==> src/hdl/arp_cache_responder_defines.svh <==
`ifndef ARP_CACHE_RESPONDER_DEFINES_SVH
`define ARP_CACHE_RESPONDER_DEFINES_SVH

// same-cycle implication, checked on clk outside reset
`define ARPCR_ASSERT(lbl, pre, post, msg) \
  lbl: assert property (@(posedge clk) disable iff (rst) (pre) |-> (post)) \
    else $error(msg);

// implication into the following cycle
`define ARPCR_ASSERT_NEXT(lbl, pre, post, msg) \
  lbl: assert property (@(posedge clk) disable iff (rst) (pre) |=> (post)) \
    else $error(msg);

`endif

==> src/hdl/arpcr_pkg.sv <==
package arpcr_pkg;

  localparam int IP_W  = 32;
  localparam int MAC_W = 48;

  // command codes
  localparam logic CMD_LOOKUP = 1'b0;
  localparam logic CMD_PACKET = 1'b1;

  // register select (address bit 3)
  localparam logic REG_OWN_MAC = 1'b0;
  localparam logic REG_OWN_IP  = 1'b1;

  // queue between classifier and sequencer
  localparam int QUEUE_DEPTH = 2;
  localparam int QPTR_W      = $clog2(QUEUE_DEPTH);
  localparam int QCNT_W      = $clog2(QUEUE_DEPTH + 1);

  typedef enum logic [1:0] {
    OP_NONE,    // all-zero result
    OP_REPLY,   // reply without learning (sender ip zero)
    OP_LOOKUP,  // scan for first match
    OP_LEARN    // scan, update or insert, reply
  } op_t;

  typedef struct packed {
    op_t              op;
    logic [IP_W-1:0]  ip;
    logic [MAC_W-1:0] mac;
  } q_item_t;

  typedef struct packed {
    logic             hit;
    logic [MAC_W-1:0] found_mac;
    logic             send_reply;
    logic [MAC_W-1:0] reply_mac;
    logic [IP_W-1:0]  reply_ip;
  } result_t;

  typedef enum logic [1:0] {
    BK_IDLE,
    BK_SCAN,
    BK_DONE
  } bk_state_t;

endpackage

==> src/hdl/arpcr_front.sv <==
`include "arp_cache_responder_defines.svh"

module arpcr_front (
  input  logic                          clk,
  input  logic                          rst,
  input  logic                          s_valid,
  output logic                          s_ready,
  input  logic                          s_command,
  input  logic [arpcr_pkg::IP_W-1:0]    s_query_ip,
  input  logic [arpcr_pkg::MAC_W-1:0]   s_sender_mac,
  input  logic [arpcr_pkg::IP_W-1:0]    s_sender_ip,
  input  logic [arpcr_pkg::IP_W-1:0]    own_ip,
  output logic                          q_valid,
  output arpcr_pkg::q_item_t            q_item,
  input  logic                          q_pop
);
  import arpcr_pkg::*;

  localparam logic [QCNT_W-1:0] CNT_FULL = QCNT_W'(QUEUE_DEPTH);

  q_item_t           fifo_mem [QUEUE_DEPTH];
  logic [QPTR_W-1:0] wr_ptr;
  logic [QPTR_W-1:0] rd_ptr;
  logic [QCNT_W-1:0] count;
  q_item_t           cls;
  logic              push;

  // classify the incoming word
  always_comb begin
    cls.op  = OP_NONE;
    cls.ip  = '0;
    cls.mac = '0;
    priority if (s_command == CMD_LOOKUP) begin
      cls.op = (s_query_ip == '0) ? OP_NONE : OP_LOOKUP;
      cls.ip = s_query_ip;
    end else if (s_command == CMD_PACKET && s_query_ip == own_ip) begin
      cls.op  = (s_sender_ip == '0) ? OP_REPLY : OP_LEARN;
      cls.ip  = s_sender_ip;
      cls.mac = s_sender_mac;
    end else begin
      cls.op = OP_NONE;
    end
  end

  assign s_ready = (count != CNT_FULL);
  assign push    = s_valid && s_ready;
  assign q_valid = (count != '0);
  assign q_item  = fifo_mem[rd_ptr];

  always_ff @(posedge clk) begin
    if (rst) begin
      wr_ptr <= '0;
      rd_ptr <= '0;
      count  <= '0;
    end else begin
      if (push) begin
        wr_ptr <= wr_ptr + 1'b1;
      end
      if (q_pop) begin
        rd_ptr <= rd_ptr + 1'b1;
      end
      if (push && !q_pop) begin
        count <= count + 1'b1;
      end else if (q_pop && !push) begin
        count <= count - 1'b1;
      end
    end
  end

  always_ff @(posedge clk) begin
    if (push) begin
      fifo_mem[wr_ptr] <= cls;
    end
  end

  `ARPCR_ASSERT(a_pop_nonempty, q_pop, count != '0, "pop from empty queue")
  `ARPCR_ASSERT_NEXT(a_fill, push && !q_pop, count == $past(count) + 1'b1, "queue count did not rise")
  `ARPCR_ASSERT_NEXT(a_drain, q_pop && !push, count == $past(count) - 1'b1, "queue count did not fall")

endmodule

==> src/hdl/arpcr_back.sv <==
`include "arp_cache_responder_defines.svh"

module arpcr_back #(
  parameter int CACHE_ENTRIES = 16
) (
  input  logic                clk,
  input  logic                rst,
  input  logic                q_valid,
  input  arpcr_pkg::q_item_t  q_item,
  output logic                q_pop,
  output logic                m_valid,
  input  logic                m_ready,
  output arpcr_pkg::result_t  m_result
);
  import arpcr_pkg::*;

  localparam int IDX_W = $clog2(CACHE_ENTRIES);
  localparam int CNT_W = $clog2(CACHE_ENTRIES + 1);
  localparam logic [CNT_W-1:0] CNT_END  = CNT_W'(CACHE_ENTRIES);
  localparam logic [IDX_W-1:0] IDX_LAST = IDX_W'(CACHE_ENTRIES - 1);

  logic [IP_W-1:0]  ip_mem  [CACHE_ENTRIES];
  logic [MAC_W-1:0] mac_mem [CACHE_ENTRIES];
  logic [CACHE_ENTRIES-1:0] vld;

  bk_state_t        state;
  bk_state_t        state_next;
  q_item_t          cur;
  logic [CNT_W-1:0] rd_cnt;
  logic             cmp_act;
  logic [IDX_W-1:0] cmp_idx;
  logic [IP_W-1:0]  rd_ip;
  logic [MAC_W-1:0] rd_mac;
  logic             rd_vld;
  logic             found;
  logic [MAC_W-1:0] found_mac;
  logic             seen;
  logic             have_free;
  logic [IDX_W-1:0] slot;
  logic             out_valid;
  result_t          out_res;

  logic             out_free;
  logic             is_direct;
  logic             cmp_match;
  logic             rd_issue;
  logic             ip_we;
  logic             mac_we;
  logic [IDX_W-1:0] wr_addr;
  logic [IP_W-1:0]  wr_ip;
  logic [MAC_W-1:0] wr_mac;
  logic             out_load;
  result_t          out_next;

  assign out_free  = !out_valid || m_ready;
  assign is_direct = (q_item.op == OP_NONE) || (q_item.op == OP_REPLY);
  assign cmp_match = cmp_act && rd_vld && (rd_ip == cur.ip);

  always_comb begin
    state_next = state;
    unique case (state)
      BK_IDLE: begin
        if (q_valid && out_free && !is_direct) begin
          state_next = BK_SCAN;
        end
      end
      BK_SCAN: begin
        if (cmp_act && cmp_idx == IDX_LAST) begin
          state_next = BK_DONE;
        end
      end
      BK_DONE: begin
        state_next = BK_IDLE;
      end
      default: begin
        state_next = BK_IDLE;
      end
    endcase
  end

  always_comb begin
    q_pop    = 1'b0;
    rd_issue = 1'b0;
    ip_we    = 1'b0;
    mac_we   = 1'b0;
    wr_addr  = cmp_idx;
    wr_ip    = cur.ip;
    wr_mac   = cur.mac;
    out_load = 1'b0;
    out_next = '0;
    unique case (state)
      BK_IDLE: begin
        q_pop = q_valid && out_free;
        if (q_pop && is_direct) begin
          out_load = 1'b1;
          if (q_item.op == OP_REPLY) begin
            out_next.send_reply = 1'b1;
            out_next.reply_mac  = q_item.mac;
            out_next.reply_ip   = q_item.ip;
          end
        end
      end
      BK_SCAN: begin
        rd_issue = (rd_cnt != CNT_END);
        // rewrite every matching entry
        if (cur.op == OP_LEARN && cmp_match) begin
          mac_we = 1'b1;
        end
      end
      BK_DONE: begin
        out_load = 1'b1;
        if (cur.op == OP_LOOKUP) begin
          out_next.hit       = found;
          out_next.found_mac = found_mac;
        end else begin
          out_next.send_reply = 1'b1;
          out_next.reply_mac  = cur.mac;
          out_next.reply_ip   = cur.ip;
          // no match: first empty entry, or entry 0 when full
          if (!seen) begin
            ip_we   = 1'b1;
            mac_we  = 1'b1;
            wr_addr = slot;
          end
        end
      end
      default: begin
        q_pop = 1'b0;
      end
    endcase
  end

  always_ff @(posedge clk) begin
    if (rst) begin
      state     <= BK_IDLE;
      cmp_act   <= 1'b0;
      vld       <= '0;
      out_valid <= 1'b0;
    end else begin
      state   <= state_next;
      cmp_act <= rd_issue;
      if (ip_we) begin
        vld[wr_addr] <= 1'b1;
      end
      if (out_load) begin
        out_valid <= 1'b1;
      end else if (m_ready) begin
        out_valid <= 1'b0;
      end
    end
  end

  always_ff @(posedge clk) begin
    if (q_pop) begin
      cur       <= q_item;
      rd_cnt    <= '0;
      found     <= 1'b0;
      found_mac <= '0;
      seen      <= 1'b0;
      have_free <= 1'b0;
      slot      <= '0;
    end
    if (rd_issue) begin
      rd_cnt  <= rd_cnt + 1'b1;
      cmp_idx <= rd_cnt[IDX_W-1:0];
      rd_ip   <= ip_mem[rd_cnt[IDX_W-1:0]];
      rd_mac  <= mac_mem[rd_cnt[IDX_W-1:0]];
      rd_vld  <= vld[rd_cnt[IDX_W-1:0]];
    end
    if (cmp_match && !found) begin
      found     <= 1'b1;
      found_mac <= rd_mac;
    end
    if (cmp_match) begin
      seen <= 1'b1;
    end
    if (cmp_act && !rd_vld && !have_free) begin
      have_free <= 1'b1;
      slot      <= cmp_idx;
    end
    if (out_load) begin
      out_res <= out_next;
    end
  end

  always_ff @(posedge clk) begin
    if (ip_we) begin
      ip_mem[wr_addr] <= wr_ip;
    end
    if (mac_we) begin
      mac_mem[wr_addr] <= wr_mac;
    end
  end

  assign m_valid  = out_valid;
  assign m_result = out_res;

  `ARPCR_ASSERT(a_load_free, out_load, !out_valid || m_ready, "result overwritten before taken")
  `ARPCR_ASSERT(a_cmp_scan, cmp_act, state == BK_SCAN, "compare active outside scan")
  `ARPCR_ASSERT(a_one_kind, out_valid, !(out_res.hit && out_res.send_reply), "hit and reply together")

endmodule

==> src/hdl/arp_cache_responder.sv <==
// arp cache and responder: keeps CACHE_ENTRIES ipv4-to-mac pairs, all empty after reset
// (per-entry valid flags clear at once, no clearing pass). a word on the slave stream is a
// lookup (tuser 0) or a received arp packet (tuser 1); every word gives exactly one result
// word in order. lookups of a nonzero ip and packets that target own_ip with a nonzero
// sender ip walk the whole table through one memory read port, one entry per cycle; all
// other words go straight from the queue to the result register. a two-word queue after
// the classifier lets the slave side take up to two words while the table walk runs, and
// the result register holds the finished word until the master side takes it.
// learning rewrites every entry with the sender ip, else fills the lowest empty entry, or
// entry 0 when full; an ip of zero is never stored and never hits. own_mac sits at byte
// address 0 and own_ip at 8 (address bit 3 selects); write them only while idle.
module arp_cache_responder #(
  parameter int CACHE_ENTRIES = 16
) (
  input  logic         clk,
  input  logic         rst,
  // configuration port
  input  logic         psel,
  input  logic         penable,
  input  logic         pwrite,
  input  logic [3:0]   paddr,
  input  logic [63:0]  pwdata,
  output logic [63:0]  prdata,
  output logic         pready,
  // request stream
  input  logic         s_tvalid,
  output logic         s_tready,
  input  logic [111:0] s_tdata,   // query_ip[31:0], sender_mac[79:32], sender_ip[111:80]
  input  logic [0:0]   s_tuser,   // command[0]
  // result stream
  output logic         m_tvalid,
  input  logic         m_tready,
  output logic [127:0] m_tdata,   // found_mac[47:0], reply_mac[95:48], reply_ip[127:96]
  output logic [1:0]   m_tuser    // hit[0], send_reply[1]
);
  import arpcr_pkg::*;

  logic [MAC_W-1:0] own_mac;
  logic [IP_W-1:0]  own_ip;
  logic             cfg_wr;

  logic             q_valid;
  logic             q_pop;
  q_item_t          q_item;
  result_t          res;

  // register file, write on the access phase
  assign pready = 1'b1;
  assign cfg_wr = psel && penable && pwrite && pready;

  always_ff @(posedge clk) begin
    if (rst) begin
      own_mac <= '0;
      own_ip  <= '0;
    end else if (cfg_wr) begin
      unique case (paddr[3])
        REG_OWN_MAC: own_mac <= pwdata[MAC_W-1:0];
        REG_OWN_IP:  own_ip  <= pwdata[IP_W-1:0];
        default:     own_ip  <= own_ip;
      endcase
    end
  end

  always_comb begin
    unique case (paddr[3])
      REG_OWN_MAC: prdata = {16'b0, own_mac};
      REG_OWN_IP:  prdata = {32'b0, own_ip};
      default:     prdata = '0;
    endcase
  end

  // classifier and queue
  arpcr_front u_front (
    .clk          (clk),
    .rst          (rst),
    .s_valid      (s_tvalid),
    .s_ready      (s_tready),
    .s_command    (s_tuser[0]),
    .s_query_ip   (s_tdata[31:0]),
    .s_sender_mac (s_tdata[79:32]),
    .s_sender_ip  (s_tdata[111:80]),
    .own_ip       (own_ip),
    .q_valid      (q_valid),
    .q_item       (q_item),
    .q_pop        (q_pop)
  );

  // table walk, update and result register
  arpcr_back #(
    .CACHE_ENTRIES (CACHE_ENTRIES)
  ) u_back (
    .clk      (clk),
    .rst      (rst),
    .q_valid  (q_valid),
    .q_item   (q_item),
    .q_pop    (q_pop),
    .m_valid  (m_tvalid),
    .m_ready  (m_tready),
    .m_result (res)
  );

  // result word packing
  assign m_tdata = {res.reply_ip, res.reply_mac, res.found_mac};
  assign m_tuser = {res.send_reply, res.hit};

endmodule
==> config.mk <==
export PLATFORM = sky130hd
export DESIGN_NAME = arp_cache_responder
export DESIGN_NICKNAME = d
export VERILOG_FILES = /design/src/hdl/arpcr_pkg.sv /design/src/hdl/arpcr_front.sv /design/src/hdl/arpcr_back.sv /design/src/hdl/arp_cache_responder.sv
export VERILOG_INCLUDE_DIRS = /design/src /design/src/hdl
export SDC_FILE = /design/constraint.sdc
export NUM_CORES = 2
export LEC_CHECK = 0
export ABC_AREA = 1
export BUFFER_PORTS_ARGS = -buffer_cell sky130_fd_sc_hd__clkbuf_2
export CAP_MARGIN = 25
export CORE_MARGIN = 5
export CORE_UTILIZATION = 66
export DETAILED_ROUTE_END_ITERATION = 6
export PLACE_DENSITY = 0.85
export SLEW_MARGIN = 30
export SYNTH_ARGS = -nofsm -noshare
export SYNTH_HDL_FRONTEND = slang
export SYNTH_HIERARCHICAL = 1
export SYNTH_SLANG_ARGS = --single-unit
==> constraint.sdc <==
create_clock -name clk -period 24.6 [get_ports clk]
set_input_delay 1.23 -clock clk [delete_from_list [all_inputs] [get_ports clk]]
set_output_delay 1.23 -clock clk [all_outputs]
set_load 0.005 [all_outputs]
After elaboration in Yosys (flattened, before gate mapping)

Memory sizes are Yosys's and may differ from the RTL's. A register that Yosys moved wholly into a read port is not among the register bits.
Cells that the tools add are included.

Register bits after elaboration: 381
RAM bits: 1444
Input bits: 188
Output and inout port bits: 197
Word-level logic and storage cells: 138
Memories kept: 3

Add/sub/neg operators: 5
$lt $le $gt $ge: 3
Equality and inequality tests: 12
Multiplexer cells: 48
Bitwise gates (word level): 2
Reduce and logical (&&, ||, !) cells: 40

Memories:

| name             | words | bits a word | read ports | clocked after memory_dff | wr ports | RTL line          | RTL |
|---|---|---|---|---|---|---|---|
| u_back.mac_mem   | 16    | 48          | 1          | 1                        | 1        | arpcr_back.sv:23  | `logic [MAC_W-1:0] mac_mem [CACHE_ENTRIES];` |
| u_back.ip_mem    | 16    | 32          | 1          | 1                        | 1        | arpcr_back.sv:22  | `logic [IP_W-1:0] ip_mem [CACHE_ENTRIES];` |
| u_front.fifo_mem | 2     | 82          | 1          | 1                        | 1        | arpcr_front.sv:21 | `q_item_t fifo_mem [QUEUE_DEPTH];` |

Operators with widths:

| operator                                                    | number |
|---|---|
| 2-to-1 mux 81 bit                                           | 3 |
| case mux 81 bit (2 select lines)                            | 1 |
| 2-to-1 mux 48 bit                                           | 3 |
| case mux 64 bit (2 select lines)                            | 1 |
| 2-to-1 mux 80 bit                                           | 1 |
| == test 32 bit                                              | 2 |
| zero test 32 bit                                            | 2 |
| 2-to-1 mux 34 bit                                           | 1 |
| 2-to-1 mux 4 bit                                            | 5 |
| 2-to-1 mux 1 bit                                            | 19 |
| logical AND 1 bit                                           | 17 |
| bitwise OR 16 bit                                           | 1 |
| 2-to-1 mux 2 bit                                            | 7 |
| nonzero test 2 bit                                          | 6 |
| less-than comparator 4 x 5 -> 1 bit (second input constant) | 2 |
| 2-to-1 mux 5 bit                                            | 2 |
| AND reduction 2 bit                                         | 4 |
| zero test 1 bit                                             | 7 |
| == test 2 bit (second input constant)                       | 3 |
| adder 5 x 1 -> 5 bit (second input constant)                | 1 |
| inequality test 5 bit (second input constant)               | 1 |
| binary-select mux 1 bit (select 4 bit)                      | 1 |
| demux 1 bit (select 4 bit)                                  | 1 |
| == test 2 x 1 -> 1 bit (second input constant)              | 2 |
| other kinds (12)                                            | 17 |

Longest topological paths before layout

Depth in word-level cells: 8
Depth in mapped cells: 13
Gate-level depth less buffers: 12

Cells and area by module

The synthesis kept the hierarchy.

By module, submodules not included:

| module              | times used | cells each | area each (um^2) | sequential area each (um^2) |
|---|---|---|---|---|
| arpcr_back          | 1          | 4728       | 64002.6          | 49527.5 |
| arpcr_front         | 1          | 751        | 8182.8           | 5024.8 |
| arp_cache_responder | 1          | 644        | 4071.4           | 1601.5 |

Worst setup path after synthesis

No wires, ideal clock.

Path kind: in2reg
From: input m_tready
To: register u_back.out_res (netlist bit u_back/m_result[0]), enable pin
Library setup time: 0.800 ns
Arrival: 14.900 ns
Required time: 23.800 ns
Setup slack: 8.900 ns
Stages: 6
Buffers on the path: 0
Path through: inv_1 > nand2_1 > nand2_1 > nor2_1 > inv_1 > o21ai_0

Cells in the longest elaborated chain, start to end: 5

Ends and longest elaborated chain:

| what                            | RTL line                  | RTL |
|---|---|---|
| from (decl)                     | arp_cache_responder.sv:32 | `input logic m_tready,` |
| logical OR 1 bit                | arpcr_back.sv:55          | `assign out_free = !out_valid \|\| m_ready;` |
| logical AND 1 bit               | arpcr_back.sv:93          | `q_pop = q_valid && out_free;` |
| logical AND 1 bit               | arpcr_back.sv:94          | `if (q_pop && is_direct) begin` |
| 2-to-1 mux 1 bit                | arpcr_back.sv:94          |  |
| case mux 1 bit (2 select lines) | arpcr_back.sv:91          | `unique case (state)` |
| named net u_back.out_load       | arpcr_back.sv:52          | `logic out_load;` |
| to (signal assigned)            | arpcr_back.sv:182         | `out_res <= out_next;` |
| to (decl)                       | arpcr_back.sv:41          | `result_t out_res;` |

The timed path passes the listed nets, and every way through them passes these cells.
A chain may end at the register's enable or synchronous reset.

Worst setup path after layout

From: register u_back.rd_cnt[0]
To: register u_back.rd_mac[28] (read register of u_back.mac_mem) (data pin)

Cells in the longest elaborated chain, start to end: 2

Ends and longest elaborated chain:

| what                   | RTL line          | RTL |
|---|---|---|
| from (decl)            | arpcr_back.sv:29  | `logic [CNT_W-1:0] rd_cnt;` |
| from (signal assigned) | arpcr_back.sv:164 | `rd_cnt <= rd_cnt + 1'b1;` |
| inequality test 5 bit  | arpcr_back.sv:104 | `rd_issue = (rd_cnt != CNT_END);` |
| 2-to-1 mux 1 bit       | arpcr_back.sv:91  |  |
| to (decl)              | arpcr_back.sv:33  | `logic [MAC_W-1:0] rd_mac;` |

Parallel ways exist; a longest one is shown, timed or not.

==> out/results.tsv <==
metric	value	unit
core footprint	0.115	sq mm
Placer Congestion	0.916	
Seq. cell area	0.0562	sq mm
CTS clk-pin slew, worst paths	0.06	ns
final worst slack	20.03	ns
total track usage	0.322	
switching pwr	3.52	mW
commonest non-fill, non-tap cell in the layout	edfxtp_1	
ys flop type	edfxtp_1	
Routed Antenna Nets	0	
outcome	finished, violations left	
top-level I/O count	385	
CTS resizes	0	
WL per Instance	25.0	um
number of synthesized flops with an enable pin	1798	
share of post-route cells with drive strength above 1	0.140	
Post-CTS Setup Inserts	0	
CP startpoint kind	flop	
part of the power in combinational logic	0.250	
vias in the first global route	50900	
Power per Cell Area	119	mW/mm^2
number of clock sinks	1906	
global-route wire length before repair	296	mm
layout filler cell count	6439	
Final Slew Violations	0	
switch share	0.349	
Bufs on Longest Clock Path	3	
FMAX	0.219	GHz
clk_lat worst skew	0.78	ns
Post-Synthesis Cells	6123	
Hold Crit Class	flop to flop	
dpl cells	7703	
Final nets	6568	
H-tree Lvls	4	
DRT Wirelength	201	mm
Int Pwr	6.56	mW
worst-path fanout max	207	
Die W	350	um
DR iter-0 viols	8065	
Multi-input gate area	0.0167	sq mm
Finished Layout Cells	8029	
sequential cell area fraction in the yosys report	0.736	
Via density	6.44	
Flop pwr share	0.492	
Std-Cell Rows	124	
period utilisation layout	0.186	
asr flop ratio synth	0	
Slew @ Worst Pin	1.01	ns
average cell area after synthesis	12.5	sq um
RSZ-0062 raised after global routing	no	
Final min period	4.57	ns
final setup violation count	0	
DRT Pass-1 Iters	7	
vias after detailed routing	51700	
clock network fraction of total power	0.258	
CTS tree	yes	
FF+latch count, synth	1906	
Initial Util	0.666	
setup TNS	0	ns
library cells used by synthesis	44	
initial antenna violation count	2	
remaining global-route overflow	0	
max cap viols	0	
Clock Skew	0.0257	ns
Die Y	350	um
Synth Warn #	6	
Rel. slew slack	0.324	
post-DP HPWL	105	mm
DRC Markers	3	
DIE AREA	0.122	sq mm
port buffer count	348	
n_diodes	0	
commonest non-fill, non-tap cells in the layout	1798 x edfxtp_1, 954 x nor2_1, 704 x nand2_1	
CP endpoint kind	flop	
Hold Vio Cnt, Final	0	
worst vdd ir	131	uV
Worst Path Class, Setup	flop to flop	
Req. time, crit path	25.23	ns
Netlist Area Pre-Place	0.0763	sq mm
pin count of the biggest net entering global routing	245	
violated checks	design-rule violations	
CTS hold repair buffers	0	
CTS buffer count	177	
clock root cell	clkbuf_16	
Critical Path AT	5.19	ns
Static Leakage	30.2	nW
worst slack, placed	20.03	ns
Syn-to-layout area delta	10.9	%
[sequential cells by signal, summed over array words and instances, names as in the netlist, 2 cells and up, named ones only]
signal,count
u_back/slot,4
u_back/found_mac,48
u_back/wr_mac,48
u_back/vld,16
u_back/wr_ip,32
u_front/fifo_mem,164
u_back/state,2
u_back/rd_mac,48
u_back/rd_ip,32
u_back/rd_cnt,5
u_back/cur,2
own_ip,32
own_mac,48
u_back/cmp_idx,4
u_back/mac_mem,768
u_front/count,2
u_back/ip_mem,512
u_back/m_result,130
[Yosys cell counts, types with 4 or more instances]
cell	n	area share
o21ai_2	4	0.00046
nand4_1	17	0.0014
nand3_1	262	0.017
nor3_1	35	0.0023
nor4_1	5	0.00041
o21ai_1	33	0.0022
buf_2	117	0.0077
nand3_2	4	0.00053
nor2_2	82	0.0067
o221ai_1	131	0.015
inv_2	13	0.00064
mux2_2	82	0.012
o211ai_1	30	0.0030
nor2_1	965	0.048
nand2_1	706	0.035
buf_6	22	0.0032
a21oi_1	31	0.0020
edfxtp_1	1798	0.71
buf_1	23	0.0011
ha_1	6	0.00098
nor3_2	21	0.0028
inv_1	481	0.024
buf_4	28	0.0028
dfxtp_1	108	0.028
xnor2_1	6	0.00069
clkbuf_1	183	0.0090
o21ai_0	686	0.045
o22ai_1	216	0.018
[cell type report]
class / count / share of cell area
Multi-Input combinational cell: 3362 / 0.197
Tap cell: 1512 / 0.0224
Inverter: 497 / 0.0224
Clock inverter: 104 / 0.00916
Sequential cell: 1906 / 0.664
Clock buffer: 218 / 0.0555
Timing Repair Buffer: 430 / 0.0296
[kinds of logic after synthesis]
family	Yosys count	share of synthesized area
and+or+nand+nor	2112	0.115
DFF	1906	0.736
AOI/OAI and AO/OA	1136	0.0859
buffers and inverters	870	0.0483
muxes	82	0.0121
xor gates and xnor gates	9	0.00103
adders and majority gates	6	0.000984
other	2	0.0000985
[power groups by stage]
stage | combinational [mW] | clock, mW | sequential, mW
2_1_floorplan | 1.56 | 0 | 4.81
3_3_place_gp | 2.25 | 0 | 4.94
3_5_place_dp | 2.36 | 0 | 4.98
4_1_cts | 2.43 | 2.61 | 4.93
5_1_grt | 2.69 | 2.76 | 4.99
6_report | 2.52 | 2.60 | 4.96
[critical path, stage by stage, from the launching register on]
cell and delay (ns):
edfxtp_1 0.44, buf_12 0.27, inv_16 0.52, buf_12 0.61, buf_4 0.91, buf_4 0.69, o21ai_0 0.18, o221ai_1 0.29
nand3_1 0.12, nand3_1 0.13
[stage by stage]
stage	hold slack [ns]	cell area (sq um)	utilization	total power, mW
floorplan	0.421	76300	-	6.37
global placement	0.434	79000	0.690	7.19
detailed placement	0.443	79000	0.690	7.34
CTS	0.453	84500	0.738	9.97
global route	0.475	84600	0.739	10.4
finish	0.458	84600	0.739	10.1
[final timing paths]
kind	slack [ns]	end	depth (start not counted)	startpoint
min reg2reg	0.46	u_back/vld[2]$_SDFFE_PP0P_	2	u_back/vld[2]$_SDFFE_PP0P_
max reg2reg	20.03	u_back/rd_mac[28]$_DFFE_PP_	9	u_back/rd_cnt[0]$_SDFFCE_PN0P_
min	0.46	u_back/vld[2]$_SDFFE_PP0P_	2	u_back/vld[2]$_SDFFE_PP0P_
max	20.03	u_back/rd_mac[28]$_DFFE_PP_	9	u_back/rd_cnt[0]$_SDFFCE_PN0P_
[routing by layer]
metal / vias to the layer above / global-route usage / routed length, um
met5: - / 0 / 13
met4: 2 / 0.136 / 9110
met3: 706 / 0.0755 / 29200
met2: 4324 / 0.517 / 95400
met1: 24500 / 0.430 / 67300
li1: 22100 / - / -
Power figures use the tool's default switching activity.
